==> src/design/tpsv_pkg.sv <==
// Package for the text package stream verifier: parser mode codes, keyword
// tables, hash constants and the result struct. No dependencies.
package tpsv_pkg;

  localparam logic [2:0] MODE_HEADER    = 3'd0;
  localparam logic [2:0] MODE_MAIN      = 3'd1;
  localparam logic [2:0] MODE_BODY_WAIT = 3'd2;
  localparam logic [2:0] MODE_BODY      = 3'd3;
  localparam logic [2:0] MODE_DONE      = 3'd4;
  localparam logic [2:0] MODE_BAD       = 3'd5;

  localparam int KW_HDR  = 0;
  localparam int KW_END  = 1;
  localparam int KW_ENDF = 2;
  localparam int KW_FILE = 3;
  localparam logic [3:0] KW_ALL = 4'hF;

  localparam logic [3:0] POS_MAX = 4'd15;

  localparam logic [7:0] CHAR_CR  = 8'd13;
  localparam logic [7:0] CHAR_LF  = 8'd10;
  localparam logic [7:0] CHAR_SP  = 8'd32;
  localparam logic [7:0] CHAR_TAB = 8'd9;

  localparam logic [31:0] FNV_BASIS = 32'd2166136261;
  localparam logic [31:0] FNV_PRIME = 32'd16777619;

  typedef struct packed {
    logic        valid_res;
    logic [15:0] file_count;
    logic [31:0] body_bytes;
    logic [15:0] error_count;
    logic        end_missing;
    logic [31:0] hash;
  } tpsv_res_t;

  // header word, seven characters
  function automatic logic [7:0] hdr_char(input logic [2:0] p);
    logic [7:0] c;
    case (p)
      3'd0:    c = 8'h4C;
      3'd1:    c = 8'h50;
      3'd2:    c = 8'h41;
      3'd3:    c = 8'h43;
      3'd4:    c = 8'h4B;
      3'd5:    c = 8'h20;
      3'd6:    c = 8'h31;
      default: c = 8'h00;
    endcase
    return c;
  endfunction

  // "ENDFILE"; its first three characters also form "END"
  function automatic logic [7:0] endf_char(input logic [2:0] p);
    logic [7:0] c;
    case (p)
      3'd0:    c = 8'h45;
      3'd1:    c = 8'h4E;
      3'd2:    c = 8'h44;
      3'd3:    c = 8'h46;
      3'd4:    c = 8'h49;
      3'd5:    c = 8'h4C;
      3'd6:    c = 8'h45;
      default: c = 8'h00;
    endcase
    return c;
  endfunction

  // "FILE"
  function automatic logic [7:0] file_char(input logic [1:0] p);
    logic [7:0] c;
    case (p)
      2'd0:    c = 8'h46;
      2'd1:    c = 8'h49;
      2'd2:    c = 8'h4C;
      default: c = 8'h45;
    endcase
    return c;
  endfunction

  function automatic logic is_blank(input logic [7:0] b);
    return (b == CHAR_SP) || (b == CHAR_TAB);
  endfunction

endpackage

==> src/design/tpsv_parse.sv <==
// Byte parser for the stream verifier: line tracking, keyword match, counters
// and FNV-1a hash. State advances on step_en; result is combinational.
// Depends on tpsv_pkg.
module tpsv_parse
  import tpsv_pkg::*;
(
  input  logic       clk,
  input  logic       rst_n,
  input  logic       step_en,
  input  logic [7:0] byte_in,
  input  logic       last_byte,
  output tpsv_res_t  res
);

  logic [2:0]  mode_r, mode_nxt;
  logic        als_r, als_nxt;
  logic [3:0]  pos_r, pos_nxt;
  logic [3:0]  kwf_r, kwf_nxt;
  logic        name_r, name_nxt;
  logic [31:0] off_r, off_nxt;
  logic [31:0] bs_r, bs_nxt;
  logic [31:0] lls_r, lls_nxt;
  logic [15:0] files_r, files_nxt;
  logic [31:0] total_r, total_nxt;
  logic [15:0] errs_r, errs_nxt;
  logic        end_r, end_nxt;
  logic [31:0] hash_r, hash_nxt;

  logic        sep;
  logic [2:0]  mode1, mode2, mode3;
  logic [3:0]  pos0, posm, lpos;
  logic [3:0]  kwf0, kwm, lkwf;
  logic        nm0, nmm, lname;
  logic [31:0] bs1, lls1;
  logic        ld;
  logic        errs_set;
  logic [1:0]  err_inc;
  logic        file_inc;
  logic        end1;
  logic        add_en;
  logic        valid;
  logic [15:0] files_a;
  logic [15:0] errs_base;
  logic [16:0] errs_sum;
  logic [15:0] errs_a;
  logic [31:0] diff;
  logic [32:0] bsum;
  logic [31:0] total_a;
  logic [31:0] prod;

  assign prod = (hash_r ^ {24'd0, byte_in}) * FNV_PRIME;

  always_comb begin
    sep = (byte_in == CHAR_CR) || (byte_in == CHAR_LF);

    mode1 = mode_r;
    pos0  = pos_r;
    kwf0  = kwf_r;
    nm0   = name_r;
    bs1   = bs_r;
    lls1  = lls_r;
    if (!sep && als_r) begin
      pos0 = 4'd0;
      kwf0 = KW_ALL;
      nm0  = 1'b0;
      lls1 = off_r;
      if (mode_r == MODE_BODY_WAIT) begin
        bs1   = off_r;
        mode1 = MODE_BODY;
      end
    end

    kwm = kwf0;
    nmm = nm0;
    if (!(pos0 < 4'd7 && hdr_char(pos0[2:0]) == byte_in)) kwm[KW_HDR] = 1'b0;
    if (!(pos0 < 4'd3 && endf_char(pos0[2:0]) == byte_in)) kwm[KW_END] = 1'b0;
    if (!(pos0 < 4'd7 && endf_char(pos0[2:0]) == byte_in)) kwm[KW_ENDF] = 1'b0;
    if (pos0 < 4'd4) begin
      if (file_char(pos0[1:0]) != byte_in) kwm[KW_FILE] = 1'b0;
    end else if (pos0 == 4'd4) begin
      if (!is_blank(byte_in)) kwm[KW_FILE] = 1'b0;
    end else if (!is_blank(byte_in)) begin
      nmm = 1'b1;
    end
    posm = (pos0 < POS_MAX) ? pos0 + 4'd1 : POS_MAX;

    lpos  = sep ? pos_r  : posm;
    lkwf  = sep ? kwf_r  : kwm;
    lname = sep ? name_r : nmm;
    ld    = sep ? !als_r : last_byte;

    mode2    = mode1;
    errs_set = 1'b0;
    err_inc  = 2'd0;
    file_inc = 1'b0;
    end1     = end_r;
    add_en   = 1'b0;
    if (ld) begin
      case (mode1)
        MODE_HEADER: begin
          if (lkwf[KW_HDR] && lpos == 4'd7) begin
            mode2 = MODE_MAIN;
          end else begin
            errs_set = 1'b1;
            mode2    = MODE_BAD;
          end
        end
        MODE_MAIN: begin
          if (lkwf[KW_END] && lpos == 4'd3) begin
            end1  = 1'b1;
            mode2 = MODE_DONE;
          end else if (lkwf[KW_FILE] && lpos >= 4'd4) begin
            file_inc = 1'b1;
            if (!lname) err_inc = err_inc + 2'd1;
            mode2 = MODE_BODY_WAIT;
          end
        end
        MODE_BODY: begin
          if (lkwf[KW_ENDF] && lpos == 4'd7) begin
            add_en = 1'b1;
            mode2  = MODE_MAIN;
          end
        end
        default: begin
        end
      endcase
    end

    mode3 = mode2;
    if (last_byte) begin
      case (mode2)
        MODE_HEADER: begin
          errs_set = 1'b1;
          mode3    = MODE_BAD;
        end
        MODE_BODY_WAIT: err_inc = err_inc + 2'd1;
        MODE_BODY: begin
          err_inc = err_inc + 2'd1;
          add_en  = 1'b1;
        end
        default: begin
        end
      endcase
    end

    files_a = (file_inc && files_r != 16'hFFFF) ? files_r + 16'd1 : files_r;
    valid   = mode3 != MODE_BAD;
    if (last_byte && valid && files_a == 16'd0) err_inc = err_inc + 2'd1;

    errs_base = errs_set ? 16'd1 : errs_r;
    errs_sum  = {1'b0, errs_base} + {15'd0, err_inc};
    errs_a    = errs_sum[16] ? 16'hFFFF : errs_sum[15:0];

    diff    = lls1 - bs1;
    bsum    = {1'b0, total_r} + {1'b0, diff};
    total_a = add_en ? (bsum[32] ? 32'hFFFF_FFFF : bsum[31:0]) : total_r;

    res.valid_res   = valid;
    res.file_count  = files_a;
    res.body_bytes  = total_a;
    res.error_count = errs_a;
    res.end_missing = !end1;
    res.hash        = prod;

    if (last_byte) begin
      mode_nxt  = MODE_HEADER;
      als_nxt   = 1'b1;
      pos_nxt   = 4'd0;
      kwf_nxt   = KW_ALL;
      name_nxt  = 1'b0;
      off_nxt   = 32'd0;
      bs_nxt    = 32'd0;
      lls_nxt   = 32'd0;
      files_nxt = 16'd0;
      total_nxt = 32'd0;
      errs_nxt  = 16'd0;
      end_nxt   = 1'b0;
      hash_nxt  = FNV_BASIS;
    end else begin
      mode_nxt  = mode2;
      als_nxt   = sep ? 1'b1 : 1'b0;
      pos_nxt   = lpos;
      kwf_nxt   = lkwf;
      name_nxt  = lname;
      off_nxt   = off_r + 32'd1;
      bs_nxt    = bs1;
      lls_nxt   = lls1;
      files_nxt = files_a;
      total_nxt = total_a;
      errs_nxt  = errs_a;
      end_nxt   = end1;
      hash_nxt  = prod;
    end
  end

  always_ff @(posedge clk) begin
    if (!rst_n) begin
      mode_r  <= MODE_HEADER;
      als_r   <= 1'b1;
      pos_r   <= 4'd0;
      kwf_r   <= KW_ALL;
      name_r  <= 1'b0;
      off_r   <= 32'd0;
      bs_r    <= 32'd0;
      lls_r   <= 32'd0;
      files_r <= 16'd0;
      total_r <= 32'd0;
      errs_r  <= 16'd0;
      end_r   <= 1'b0;
      hash_r  <= FNV_BASIS;
    end else if (step_en) begin
      mode_r  <= mode_nxt;
      als_r   <= als_nxt;
      pos_r   <= pos_nxt;
      kwf_r   <= kwf_nxt;
      name_r  <= name_nxt;
      off_r   <= off_nxt;
      bs_r    <= bs_nxt;
      lls_r   <= lls_nxt;
      files_r <= files_nxt;
      total_r <= total_nxt;
      errs_r  <= errs_nxt;
      end_r   <= end_nxt;
      hash_r  <= hash_nxt;
    end
  end

endmodule

==> src/design/text_package_stream_verifier_top.sv <==
// Text package stream verifier, top level: input handshake, parser and the
// registered result stage. out_valid rises in the cycle after the byte marked
// last is taken. Throughput: one byte per cycle; bytes stall only while a
// result waits unread. Synchronous active-low reset returns the parser to the
// header state and clears out_valid, with no clearing pass; the result
// register itself is not reset. Depends on tpsv_pkg, tpsv_parse.
module text_package_stream_verifier_top
  import tpsv_pkg::*;
(
  input  logic        clk,
  input  logic        rst_n,
  input  logic        in_valid,
  output logic        in_stall,
  input  logic [7:0]  in_byte_in,
  input  logic        in_last_byte,
  output logic        out_valid,
  input  logic        out_stall,
  output logic        out_valid_res,
  output logic [15:0] out_file_count,
  output logic [31:0] out_body_bytes,
  output logic [15:0] out_error_count,
  output logic        out_end_missing,
  output logic [31:0] out_hash
);

  logic      step_en;
  logic      out_valid_r, out_valid_nxt;
  tpsv_res_t res;
  tpsv_res_t res_r;

  assign in_stall = out_valid_r && out_stall;
  assign step_en  = in_valid && !in_stall;

  tpsv_parse u_parse (
    .clk       (clk),
    .rst_n     (rst_n),
    .step_en   (step_en),
    .byte_in   (in_byte_in),
    .last_byte (in_last_byte),
    .res       (res)
  );

  always_comb begin
    out_valid_nxt = out_valid_r;
    if (step_en && in_last_byte) begin
      out_valid_nxt = 1'b1;
    end else if (!out_stall) begin
      out_valid_nxt = 1'b0;
    end
  end

  always_ff @(posedge clk) begin
    if (!rst_n) begin
      out_valid_r <= 1'b0;
    end else begin
      out_valid_r <= out_valid_nxt;
    end
  end

  always_ff @(posedge clk) begin
    if (step_en && in_last_byte) begin
      res_r <= res;
    end
  end

  assign out_valid       = out_valid_r;
  assign out_valid_res   = res_r.valid_res;
  assign out_file_count  = res_r.file_count;
  assign out_body_bytes  = res_r.body_bytes;
  assign out_error_count = res_r.error_count;
  assign out_end_missing = res_r.end_missing;
  assign out_hash        = res_r.hash;

  a_last_gives_result: assert property (@(posedge clk) disable iff (!rst_n)
    (in_valid && !in_stall && in_last_byte) |=> out_valid)
    else $error("result missing after last item");

  a_taken_result_clears: assert property (@(posedge clk) disable iff (!rst_n)
    (out_valid && !out_stall && !(in_valid && !in_stall && in_last_byte)) |=> !out_valid)
    else $error("result repeated");

  a_bad_header_result: assert property (@(posedge clk) disable iff (!rst_n)
    (out_valid && !out_valid_res) |->
      (out_end_missing && out_file_count == 16'd0 && out_body_bytes == 32'd0
       && out_error_count == 16'd1))
    else $error("bad header result inconsistent");

  a_no_files_error: assert property (@(posedge clk) disable iff (!rst_n)
    (out_valid && out_file_count == 16'd0) |-> (out_error_count != 16'd0))
    else $error("no files but no error");

endmodule

==> config.mk <==
export PLATFORM = sky130hd
export DESIGN_NAME = text_package_stream_verifier_top
export DESIGN_NICKNAME = d
export VERILOG_FILES = /design/src/design/tpsv_pkg.sv /design/src/design/tpsv_parse.sv /design/src/design/text_package_stream_verifier_top.sv
export SDC_FILE = /design/constraint.sdc
export NUM_CORES = 1
export LEC_CHECK = 0
export BUFFER_PORTS_ARGS = -buffer_cell sky130_fd_sc_hd__buf_2
export CAP_MARGIN = 25
export CELL_PAD_IN_SITES_DETAIL_PLACEMENT = 0
export CELL_PAD_IN_SITES_GLOBAL_PLACEMENT = 2
export CORE_ASPECT_RATIO = 0.6
export CORE_MARGIN = 2
export CORE_UTILIZATION = 39
export CTS_CLUSTER_SIZE = 16
export DETAILED_ROUTE_END_ITERATION = 8
export GPL_ROUTABILITY_DRIVEN = 0
export PLACE_DENSITY_LB_ADDON = 0.12
export SYNTH_ARGS = -nofsm -noshare
export SYNTH_HDL_FRONTEND = slang
export SYNTH_SLANG_ARGS = --single-unit
==> constraint.sdc <==
create_clock -name clk -period 10.29 [get_ports clk]
set_input_delay 1.029 -clock clk [delete_from_list [all_inputs] [get_ports clk]]
set_output_delay 1.029 -clock clk [all_outputs]
set_load 0.02 [all_outputs]
# Word level (Yosys, flattened, before mapping)
# Index checks and enable logic that the tools add are counted.
[classes] n_addsub=8 mul=1 n_lt_le_gt_ge=5 n_eq_ne=26 n_mux=81 bitwise_logic=1 reduce_logical=27
[ops] operator="two-way mux 32 bit" n=10
[ops] operator="two-way mux 16 bit" n=5
[ops] operator="case mux 7 bit (7 select lines)" n=1
[ops] operator="case mux 7 bit (6 select lines)" n=1
[ops] operator="two-way mux 1 bit" n=37
[ops] operator="adder 32 x 32 -> 33 bit" n=1
[ops] operator="adder 32 x 1 -> 32 bit, second input constant" n=1
[ops] operator="multiplier 32 x 25 -> 32 bit, second input constant" n=1
[ops] operator="subtractor 32 bit" n=1
[ops] operator="XOR 32 x 8 -> 32 bit" n=1
[ops] operator="two-way mux 3 bit" n=10
[ops] operator="two-way mux 4 bit" n=7
[ops] operator="== test 8 x 4 -> 1 bit, second input constant" n=3
[ops] operator="== test 3 x 2 -> 1 bit, second input constant" n=6
[ops] operator="adder 16 x 2 -> 17 bit" n=1
[ops] operator="adder 16 x 1 -> 16 bit, second input constant" n=1
[ops] operator="== test 7 x 8 -> 1 bit" n=2
[ops] operator="zero test 16 bit" n=1
[ops] operator="inequality test 16 bit, second input constant" n=1
[ops] operator="logical AND 1 bit" n=14
[ops] operator="two-way mux 2 bit" n=7
[ops] operator="case mux 4 bit (3 select lines)" n=1
[ops] operator="== test 3 bit, second input constant" n=3
[ops] operator="zero test 3 bit" n=3
[ops] operator="other kinds (21)" n=30
[word_totals] regBits=305 input_bits=13 out_inout_bits=100 word_cells=169

# Depth between registers and ports, before layout
# Gate-level depths: netlist (run 1).
[depth] ltp_word=27 depth_mapped=35 depth_no_buf=30

# Cells and area by module
# A second synthesis (run 1) with hierarchy kept.
[hier_totals] cells_unflattened=2636 hier_area_um2=22912.0
[modules_own_cells] mod="tpsv_parse" instances=1 cells_each=2531 area_per_inst_um2=19917.9 seq_area_each_um2=4124.0
[modules_own_cells] mod="text_package_stream_verifier_top" instances=1 cells_each=105 area_per_inst_um2=2994.1 seq_area_each_um2=2962.8

# Worst setup path before layout (run 1)
# Ideal clock, no wire load.
[synth_path] path_type="input -> register" start="in in_byte_in[2]" end="reg u_parse.errs_r[3]" setup_ns=0.064 arrival_ns=8.010 required_time_ns=10.226 path_slack_ns=2.216 cell_stages=33 path_buffers=5 cell_sequence="clkbuf_1 and3b_1 o211ai_1 clkbuf_1 nand2_1 clkbuf_1 nand2_1 inv_1 ha_1 ha_1 or4_1 o311a_1 o221ai_1 nor3_2 a221oi_1 and3_1 mux2_2 a2111o_1 nor2_1 xor2_1 ha_1 inv_1 fa_1 nand2b_1 nor2_1 and3_1 and3_1 nand3_1 clkbuf_1 clkbuf_1 a21oi_1 o21ai_0 nor2_1"
[synth_between] elab_chain_len=27 word_cells_on_any_way=105 cone_classes="add/sub: 4; order compare: 5; eq/ne: 23; mux: 52; reduce/logical: 21"
[synth_lines] item="from (decl)" line="text_package_stream_verifier_top.sv:14" text="input logic [7:0] in_byte_in,"
[synth_lines] item="branches (longest 24 deep; another with adder 4 x 1 -> 4 bit)"
[synth_lines] item="adder 16 x 2 -> 17 bit *" line="tpsv_parse.sv:151" text="errs_sum = {1'b0, errs_base} + {15'd0, err_inc};"
[synth_lines] item="two-way mux 16 bit *" line="tpsv_parse.sv:152" text="errs_a = errs_sum[16] ? 16'hFFFF : errs_sum[15:0];"
[synth_lines] item="two-way mux 16 bit *" line="tpsv_parse.sv:165" text="if (last_byte) begin"
[synth_lines] item="to (signal assigned)" line="tpsv_parse.sv:222" text="errs_r <= errs_nxt;"
[synth_lines] item="to (decl)" line="tpsv_parse.sv:25" text="logic [15:0] errs_r, errs_nxt;"
# Mark *: on every way between the ends. The select of a mux whose other input is x is not followed.
# A chain may end at the register's enable or synchronous reset.

# Worst setup path in the final report (run 1)
[layout_path] start="in in_byte_in[5]" end="reg u_parse.errs_r[2]"
# The elaborated chain is that of the path after synthesis.

==> impl_results.md, run 1 <==
* Setup CP Type: input port to flip-flop
* Global-route wire length before repair at 106 mm
* Drt initial violations at around 1.5k
* Post-layout util at between 40% and 50%
* Mapped Nets at about 2.9k
* Post-synth EDFFs at 98
* Commonest non-fill, non-tap cell in the layout: inv_1
* Crit share post-route at between 80% and 90%
* Multiplexer share of the synthesized area at 1.82%
* Hpwl dp at 50.8 mm
* CP Capture Type: flip-flop
* Post-layout minimum cycle time at 9.01 ns
* Layout Cells excl Fill at approximately 3.4k
* Vias per inst at 5.32
* #FFs+latches synth at slightly above 300
* Clock Tree Root: clkbuf_16
* Simple-Gate Fraction of Synth Area at about 17%
* Placed cell count at ~3.4k
* CP top delay family: simple AND/OR/NAND/NOR gates
* Area occupied by multi-input gates at 14000 sq um
* H-tree depth at 2
* FF/Latch Area at 7090 sq um
* Core area at about 57000 sq um
* # Max-Cap Violations at 0
* WP buf/inv at 4
* Pins Over Slew Limit at 0
* I/O pin total at ~110
* Initial antenna violation count at 1
* # diodes at 0
* Post-cts hold buffer count at 0
* Syn Area/Cell at between 8 and 9 sq um
* Starting Density at about two fifths
* Vias in the first global route at between 15k and 20k
* Unrepaired setup endpoints after global routing: no
* Arr. time, crit path at 9.51 ns
* Clk slew on worst S/H paths at ~0.070 ns
* Worst Path Max Fanout at 38
* Setup TNS at 0 ns
* Worst-Skew Late Latency at ~0.56 ns
* Pre-antenna DRT Iters at 5
* Num rows at 68
* Worst setup SP type: input port
* Clock tree buffer depth at 3
* Largest net degree at the start of global routing at 90
* Fmax at between 100 and 150 MHz
* Hold Path Class: flip-flop to flip-flop
* Post-Synth Adder-Cell Area at approximately a fifth
* Overall Global Routing Usage at between 20% and 30%
* Post-DRT Antenna Nets at 0
* Main combinational cell family by area after synthesis: adder cells
* CP max-delay cell: nand3_1
* TritonCTS clock tree: built
* Layout area overhead at 11.5%
* Largest stage delay, worst path at a little under 0.6 ns
* Avg WL per Cell at between 20 and 25 microns
* Post-synthesis compound-gate area fraction at between 15 and 20%
* Fin nets at a little under 3k
* Max_slew headroom at between 20% and 30%
* Most frequent cells in the layout: 288 x inv_1, 258 x ha_1, 251 x nand2_1
* IO Port Bufs at between 100 and 150
* WL final at approximately 70 mm
* Run status: finished clean
* Worst Max-Slew Pin Slew at 1.11 ns
* Mapped cell area at around 22000 sq um
* Post-Synth XOR/XNOR Area at around 6.4%
* Final Setup Violations at 0
* Post-Synthesis Cells at 2549
* Die H at 190 microns
* Worst Path Required at roughly 11 ns
* Final hold vios at 0
* DIE AREA at between 50000 and 60000 sq um
* Post-synthesis sequential area ratio at between 30% and 40%
* Remaining Overflow, GRT at 0
* Via count at 18.2k
* # Post-CTS Setup Buffers at 0
* Most used DFF post-synth: dfxtp_1
* Clock buffer count from CTS at 35
* Die width at 314 microns
* Clk_skew at roughly 0.021 ns
* Async set or reset register ratio after synthesis at 0%
* TritonCTS Sinks at ~310
* Fillers at ~5.7k
* DRC at 0
* Post-CTS Resized at 0
* Proportion of layout cells with a drive suffix above 1 at a little under a tenth
* Cell variety after synth at 82
* Yosys warns at 0
==> flip-flops by register name, summed over array words and instances (netlist names), 3 cells and up <==
register	count
out_body_bytes	32
out_hash	32
u_parse.bs_r	32
u_parse.hash_r	32
u_parse.lls_r	32
u_parse.off_r	32
u_parse.total_r	32
out_error_count	16
out_file_count	16
u_parse.errs_r	16
u_parse.files_r	16
u_parse.kwf_r	4
u_parse.pos_r	4
u_parse.mode_r	3
==> worst reg2reg max path, delay by kind of cell (launching register included) <==
family,cells,cell delay [ns]
AOI/OAI and AO/OA,6,1.86
xor gates and xnor gates,1,0.20
adders and majority gates,4,1.20
buffers and inverters,3,0.41
DFF,1,0.34
muxes,1,0.28
and+or+nand+nor,12,3.73
==> kinds of logic (layout without fill, tap and decap cells) <==
group | count (synthesis) | after routing
adder cells (fa/ha/maj) | 335 | 335
XOR/XNOR | 164 | 164
AND/OR/NAND/NOR | 769 | 769
buffers and inverters | 397 | 498
multiplexers | 40 | 40
AO/OA/AOI/OAI | 539 | 539
flip-flops | 305 | 305
==> per-stage QoR <==
stage          area, sq um  setup WS [ns]  hold slack [ns]
2_1_floorplan        22500           2.22            0.435
6_report             25100           1.28            0.472
3_5_place_dp         23900          0.872            0.460
4_1_cts              25000           1.45            0.474
5_1_grt              25100          0.594            0.503
3_3_place_gp         23900           1.21            0.456
==> final timing paths <==
kind	from	to	slack (ns)	cells past startpoint
min	u_parse.end_r$_SDFFE_PN0P_	u_parse.end_r$_SDFFE_PN0P_	0.47	2
max	in_byte_in[5]	u_parse.errs_r[2]$_SDFFE_PN0P_	1.28	29
max reg2reg	u_parse.als_r$_SDFFE_PN1P_	u_parse.errs_r[2]$_SDFFE_PN0P_	2.22	27
min reg2reg	u_parse.end_r$_SDFFE_PN0P_	u_parse.end_r$_SDFFE_PN0P_	0.47	2
==> synth_stat cells (9+ instances only) <==
master | number | area [sq um]
a22o_1 | 33 | 289
nor2b_1 | 78 | 488
and3_1 | 31 | 194
a211oi_1 | 9 | 67.6
a21oi_1 | 135 | 676
o22a_1 | 19 | 166
a22oi_1 | 56 | 420
a21o_1 | 30 | 225
nor2_1 | 170 | 638
a31oi_1 | 17 | 106
nand3_1 | 62 | 310
xnor2_1 | 83 | 727
nor3_1 | 34 | 170
clkbuf_1 | 95 | 357
o21a_1 | 27 | 203
o211ai_1 | 11 | 82.6
and2_1 | 49 | 307
nand2_1 | 253 | 950
dfxtp_1 | 207 | 4140
o21ai_0 | 115 | 576
nand4_1 | 17 | 106
nand2b_1 | 17 | 106
ha_1 | 258 | 3230
o21bai_1 | 12 | 90.1
mux2i_1 | 33 | 330
or2_2 | 9 | 56.3
fa_1 | 77 | 1540
edfxtp_1 | 98 | 2940
inv_1 | 289 | 1080
xor2_1 | 81 | 709
a21boi_0 | 9 | 67.6
==> metal layers <==
layer  up-vias  share of wire [%]  wire length [microns]  GRT usage, %
met5         -              0.056                     39         0.487
met4         2                1.4                    985          3.99
met3        60                7.1                   4920          4.89
met2       491                 34                  23800          28.3
met1      8716                 57                  40000          39.9
li1       8909                  -                      -             -
==> layout make-up <==
type	instances	area share [%]
multi-input cells	1847	55.7
flip-flops and latches	305	28.3
inverters	290	4.35
clock buffers	46	4.11
well taps	770	3.84
repair buffers	144	3.24
clock inverters	18	0.504
Power of run 1 is left out: the tool's default activity adds up to more than one toggle a clock period on the data nets, which glitch-free logic cannot reach.
==> run 2: changes to the inputs <==
CORE_UTILIZATION = 35   (was 39)
==> run 2 against run 1 <==
Net effect:
- die area grew 11%
- global-route usage shrank 1.8 points
- first-iteration DRC count shrank 7.5%
- register-to-register slack lost 0.30 ns
- final area grew 0.42%
- cell count grew 2.0%
- routed wire length grew 3.7%
- non-clock buffer count shrank 2
- sequential share of layout area shrank 0.12 points
- critical endpoint unchanged
==> impl_results.md, run 2 (same netlist as run 1, synthesis figures left out) <==
* Run status: finished clean
* Slack of the worst reg-to-reg path at 1.92 ns (-0.30 ns)
* Vias per inst at 5.24 (-1.5%)
* DIE AREA at 66400 sq um (+11%)
* Pre-antenna DRT Iters at 6 (+1)
* Fmax at 112 MHz (+0.77%)
* Arr. time, crit path at 9.45 ns (-0.06 ns)
* Commonest non-fill, non-tap cell in the layout: inv_1
* Clock buffer count from CTS at 36 (+2.9%)
* Drt initial violations at 1380 (-7.5%)
* Most Used Layer, Global Route: met1
* Crit share post-route at 86.9% (-0.67 points)
* Die H at 200 microns (+5.4%)
* Vias in the first global route at 17.3k (+0.24%)
* Post-layout minimum cycle time at 8.94 ns (-0.0688 ns)
* CP max-delay cell: a21boi_0
* Die width at 331 microns (+5.5%)
* Layout area overhead at 11.9%
* Worst hold slack at 0.481 ns (+0.00803 ns)
* Clock tree buffer depth at 3 (unchanged)
* Proportion of layout cells with a drive suffix above 1 at 9.02% (-0.19 points)
* Worst Max-Slew Pin Slew at 1.03 ns (-0.0795 ns)
* Hpwl dp at 52.9 mm (+4.2%)
* Overall Global Routing Usage at 21.5% (-1.8 points)
* Post-cts hold buffer count at 0 (unchanged)
* Met2 usage at 25.4% (-2.9 points)
* Global-route wire length before repair at 110 mm (+3.3%)
* Post-layout util at 39.9% (-3.9 points)
* CP Capture Type: flip-flop
* Worst Path Required at 10.79 ns (about the same)
* IO Port Bufs at 112 (unchanged)
* Cell mode on critical path: ha_1
* Hold Path Class: flip-flop to flip-flop
* Clock Tree Root: clkbuf_16
* Instance count on the critical path at 30 (+3.4%)
* WP buf/inv at 3 (-1)
* # Post-CTS Setup Buffers at 0 (unchanged)
* Worst setup SP type: input port
* R2r endpoint: u_parse.errs_r[2]$_SDFFE_PN0P_
* Via count at 18.3k (+0.52%)
* Initial antenna violation count at 3 (+2)
* Pins Over Slew Limit at 0 (unchanged)
* TritonCTS clock tree: built
* Post-CTS Resized at 0 (unchanged)
* Unrepaired setup endpoints after global routing: no
* Worst r2r path cells at 28 (+3.7%)
* TritonCTS Sinks at 305 (unchanged)
* FF/Latch Area at 7090 sq um (unchanged)
* Worst-Skew Late Latency at 0.58 ns (+0.02 ns)
* Routing usage on met3 at 4.40% (-0.50 points)
* CP endpoint: u_parse.errs_r[2]$_SDFFE_PN0P_
* Fillers at 6402 (+13%)
* Num rows at 71 (+4.4%)
* Starting Density at 35.7% (-3.6 points)
* Fin nets at 2970 (-0.034%)
* Remaining Overflow, GRT at 0 (unchanged)
* I/O pin total at 113 (unchanged)
* CP Launch Point: in_byte_in[1]
* Most frequent cells in the layout: 288 x inv_1, 258 x ha_1, 251 x nand2_1
* Setup CP Type: input port to flip-flop
* Final hold vios at 0 (unchanged)
* Origin of the critical flop-to-flop path: u_parse.als_r$_SDFFE_PN1P_
* CP top delay family: simple AND/OR/NAND/NOR gates
* DRC at 0 (unchanged)
* # diodes at 0 (unchanged)
* # Max-Cap Violations at 0 (unchanged)
* WL final at 72.3 mm (+3.7%)
* Setup TNS at 0 ns (unchanged)
* Worst Path Max Fanout at 20 (-47%)
* Final Setup Violations at 0 (unchanged)
* Global-route met1 utilization at 37.4% (-2.5 points)
* Largest net degree at the start of global routing at 76 (-16%)
* Avg WL per Cell at 20.7 microns (+1.7%)
* Area occupied by multi-input gates at 14000 sq um (about the same)
* Largest stage delay, worst path at 0.71 ns (+0.12 ns)
* Core area at 63100 sq um (+10%)
* Max_slew headroom at 29.7% (+3.8 points)
* Clk_skew at 0.0265 ns (+0.00517 ns)
* Post-DRT Antenna Nets at 0 (unchanged)
* H-tree depth at 2 (unchanged)
* Clk slew on worst S/H paths at 0.06 ns (about the same)
[run 2: changes by cell type in the layout (fill, tap and decap cells not counted), moves of 2 or more]
cell / before / now
clkbuf_1: 3 / 9
buf_4: 29 / 27
bufinv_16: 0 / 2
clkinv_4: 2 / 0
clkinvlp_4: 4 / 2
[run 2: final cells by class]
cell class	instances	share of cell area, %
well taps	839	4.17
inverters	290	4.33
flip-flops and latches	305	28.1
repair buffers	142	3.26
multi-input cells	1847	55.5
clock inverters	16	0.606
clock buffers	50	4.03
[run 2: routing by layer]
metal | vias up | share of wire [%]
li1 | 8923 | -
met1 | 8836 | 58
met2 | 459 | 34
met3 | 54 | 6.6
met4 | 0 | 1.3
met5 | - | 0
[run 2: metrics by stage]
stage / instance area, sq um / std cells / setup slack, ns
floorplan: 22500 / 2549 / 2.22
global placement: 23900 / 3418 / 1.08
detailed placement: 24000 / 3420 / 1.02
CTS: 25100 / 3486 / 1.62
global route: 25200 / 3489 / 0.712
finish: 25200 / 3489 / 1.35
[run 2: how the worst min path moves through the flow]
stage                                          end  slack, ns  depth (start not counted)                            from
CTS                 u_parse.errs_r[1]$_SDFFE_PN0P_       0.48                          1  u_parse.errs_r[1]$_SDFFE_PN0P_
floorplan           u_parse.errs_r[0]$_SDFFE_PN0P_       0.43                          1  u_parse.errs_r[0]$_SDFFE_PN0P_
finish              u_parse.errs_r[1]$_SDFFE_PN0P_       0.48                          1  u_parse.errs_r[1]$_SDFFE_PN0P_
detailed placement  u_parse.errs_r[1]$_SDFFE_PN0P_       0.46                          1  u_parse.errs_r[1]$_SDFFE_PN0P_
global placement        u_parse.end_r$_SDFFE_PN0P_       0.45                          2      u_parse.end_r$_SDFFE_PN0P_
global route        u_parse.errs_r[1]$_SDFFE_PN0P_       0.51                          1  u_parse.errs_r[1]$_SDFFE_PN0P_
Power of run 2 is left out for the same reason.
==> run 3: changes to the inputs <==
ABC_AREA = 1   (was unset)
SLEW_MARGIN = 15   (was unset)
==> run 3 against run 2 <==
Net effect:
- critical path type unchanged
- worst setup slack better by 0.43 ns
- non-clock buffer count down 13
- die area is 1.5% lower
- routed wire length decreased by 8.1%
- critical path depth rose by 12
- count of clock-buffer cells in the layout down 5
- largest cell class unchanged
- hold slack lost 0.018 ns
- clock skew decreased by 0.0017 ns
==> impl_results.md, run 3 <==
* Cell variety after synth at 60 (-27%)
* Origin of the critical flop-to-flop path: u_parse.als_r$_SDFFE_PN1P_
* Post-Synthesis Cells at 2802 (+9.9%)
* Syn Area/Cell at 7.91 sq um (-10%)
* Worst setup SP type: input port
* Crit share post-route at 82.7% (-4.2 points)
* Post-CTS Resized at 0 (unchanged)
* Run status: finished clean
* Worst Max-Slew Pin Slew at 1.12 ns (+0.0892 ns)
* Final hold vios at 0 (unchanged)
* Clk_skew at 0.0248 ns (-0.00166 ns)
* WL final at 66.4 mm (-8.1%)
* Async set or reset register ratio after synthesis at 0% (unchanged)
* Worst Path Required at 10.70 ns (-0.09 ns)
* Post-cts hold buffer count at 0 (unchanged)
* CP Launch Point: in_byte_in[7]
* Most common library cells after synthesis: 600 x nand2_1, 442 x inv_1, 295 x a21oi_1
* Hold EP: u_parse.bs_r[13]$_SDFFE_PN0P_
* Setup TNS at 0 ns (unchanged)
* Clock Tree Root: clkbuf_16
* Main area contributors after synthesis: dfxtp_1 19%, ha_1 15%, edfxtp_1 13%, nand2_1 10%, inv_1 7.5%
* Core area at 62600 sq um (-0.70%)
* Most Used Layer, Global Route: met1
* Post-layout minimum cycle time at 8.51 ns (-0.431 ns)
* Max_slew headroom at 24.8% (-4.9 points)
* Global-route met1 utilization at 34.0% (-3.4 points)
* Post-DRT Antenna Nets at 0 (unchanged)
* Drt initial violations at 1316 (-4.6%)
* Die H at 199 microns (-0.74%)
* TritonCTS clock tree: built
* Most frequent cells in the layout: 600 x nand2_1, 440 x inv_1, 295 x a21oi_1
* Clock tree buffer depth at 3 (unchanged)
* Unrepaired setup endpoints after global routing: no
* Worst-Skew Late Latency at 0.57 ns (about the same)
* Global-route wire length before repair at 103 mm (-5.7%)
* CP max-delay cell: inv_1
* Worst r2r path cells at 36 (+29%)
* #FFs+latches synth at 305 (unchanged)
* Post-synthesis sequential area ratio at 32.0% (+0.48 points)
* Via count at 18.3k (+0.088%)
* CP Capture Type: flip-flop
* Clock buffer count from CTS at 36 (unchanged)
* Mapped Nets at 3150 (+8.7%)
* I/O pin total at 113 (unchanged)
* Initial antenna violation count at 3 (unchanged)
* Proportion of layout cells with a drive suffix above 1 at 10.1% (+1.1 points)
* Met2 usage at 26.5% (+1.1 points)
* Dpl ws at 1.26 ns (+0.238 ns)
* Overall Global Routing Usage at 20.5% (-1.0 points)
* Post-synth EDFFs at 98 (unchanged)
* Vias in the first global route at 17.3k (-0.38%)
* # Post-CTS Setup Buffers at 0 (unchanged)
* Final Setup Violations at 0 (unchanged)
* Largest stage delay, worst path at 0.61 ns (-0.10 ns)
* Clk slew on worst S/H paths at 0.06 ns (about the same)
* Avg WL per Cell at 17.7 microns (-14%)
* Most numerous cell in the Yosys netlist: nand2_1
* Mapped cell area at 22200 sq um (-1.5%)
* Hold Path Class: flip-flop to flip-flop
* Min-delay src: u_parse.bs_r[13]$_SDFFE_PN0P_
* Slack of the worst reg-to-reg path at 2.64 ns (+0.72 ns)
* Fin nets at 3230 (+8.8%)
* Arr. time, crit path at 8.92 ns (-0.53 ns)
* DRC at 0 (unchanged)
* Pins Over Slew Limit at 0 (unchanged)
* CP top delay family: compound AO/OA/AOI/OAI gates
* Remaining Overflow, GRT at 0 (unchanged)
* Cell mode on critical path: inv_1
* Worst hold slack at 0.462 ns (-0.0184 ns)
* TritonCTS Sinks at 305 (unchanged)
* Worst Path Max Fanout at 79 (+300%)
* WP buf/inv at 12 (+9)
* Num rows at 71 (unchanged)
* Vias per inst at 4.88 (-6.9%)
* R2r endpoint: u_parse.total_r[29]$_SDFFE_PN0P_
* Hpwl dp at 49.3 mm (-6.9%)
* Yosys warns at 0 (unchanged)
* Pre-antenna DRT Iters at 5 (-1)
* # Max-Cap Violations at 0 (unchanged)
* Largest net degree at the start of global routing at 122 (+61%)
* Worst hold path cell count at 2 (+1)
* Top-area cell type share of the netlist area at 18.7% (+0.28 points)
* Cell taking the most area after synthesis: dfxtp_1
* Worst Slack Setup Final at 1.78 ns (+0.431 ns)
* Setup CP Type: input port to flip-flop
* H-tree depth at 2 (unchanged)
* Fmax at 117 MHz (+5.1%)
* Instance count on the critical path at 42 (+40%)
* Starting Density at 35.4% (-0.29 points)
* Routing usage on met3 at 3.71% (-0.69 points)
* Die width at 329 microns (-0.74%)
* Commonest non-fill, non-tap cell in the layout: nand2_1
* Layout area overhead at 11.9% (about the same)
* IO Port Bufs at 112 (unchanged)
* DIE AREA at 65400 sq um (-1.5%)
* Most used DFF post-synth: dfxtp_1
## run 3: cell types whose count changed in the layout (fill, tap and decap cells not counted), sizes merged, moves of 31 or more
cell,before,now
a22o,33,0
and3,31,0
nor2b,78,0
o21ai,116,155
a21oi,135,296
and2,49,1
nand2,253,616
xnor2,83,48
mux2i,33,0
inv,294,453
a22oi,56,4
## run 3: logic make-up (layout without fill, tap and decap cells)
family | count (synthesis) | count (layout) | synth area share [%]
other | 0 | 1 | 0
adders and majority gates | 335 | 335 | 21.5
and+or+nand+nor | 962 | 962 | 19.0
xor gates and xnor gates | 128 | 128 | 5.06
DFF | 305 | 305 | 32.0
AOI/OAI and AO/OA | 532 | 532 | 13.1
buffers and inverters | 540 | 647 | 9.34
## run 3: per-layer routing
metal  vias up  part of all wire, %  routed length, microns
li1       9290                    -                       -
met1      8595                   57                   37900
met2       355                   36                   23900
met3        48                  5.9                    3950
met4         0                  1.1                     720
met5         -                    0                       0
## run 3: how the worst max path moves through the flow
stage / to / slack [ns]
2_1_floorplan: out_body_bytes[10]$_DFFE_PP_ / 3.41
3_3_place_gp: u_parse.total_r[29]$_SDFFE_PN0P_ / 1.37
3_5_place_dp: u_parse.total_r[29]$_SDFFE_PN0P_ / 1.26
4_1_cts: u_parse.total_r[29]$_SDFFE_PN0P_ / 1.84
5_1_grt: u_parse.total_r[29]$_SDFFE_PN0P_ / 0.92
6_report: u_parse.total_r[29]$_SDFFE_PN0P_ / 1.78
## run 3: worst register-to-register path, delay by kind of cell (launching register included)
kind                     cells  cell delay, ns
AO/OA/AOI/OAI               15            3.32
XOR/XNOR                     1            0.17
adder cells (fa/ha/maj)      2            0.56
AND/OR/NAND/NOR              8            1.05
buffers and inverters       10            1.99
flip-flops                   1            0.44
## run 3: stage by stage
stage | std cells | cell area (sq um) | util (%)
3_3_place_gp | 3680 | 23600 | 37.6
2_1_floorplan | 2802 | 22200 | -
5_1_grt | 3748 | 24800 | 39.6
3_5_place_dp | 3681 | 23600 | 37.6
4_1_cts | 3746 | 24800 | 39.5
6_report | 3749 | 24800 | 39.6
## run 3: area by class of cell
type                    count  area, sq um
diodes                      1         2.50
clock buffers              45          995
clock inverters            20          188
fillers                  6483        37800
inverters                 453         1710
multi-input cells        1957        13000
flip-flops and latches    305         7090
well taps                 839         1050
repair buffers            129          728
Power of run 3 is left out for the same reason.
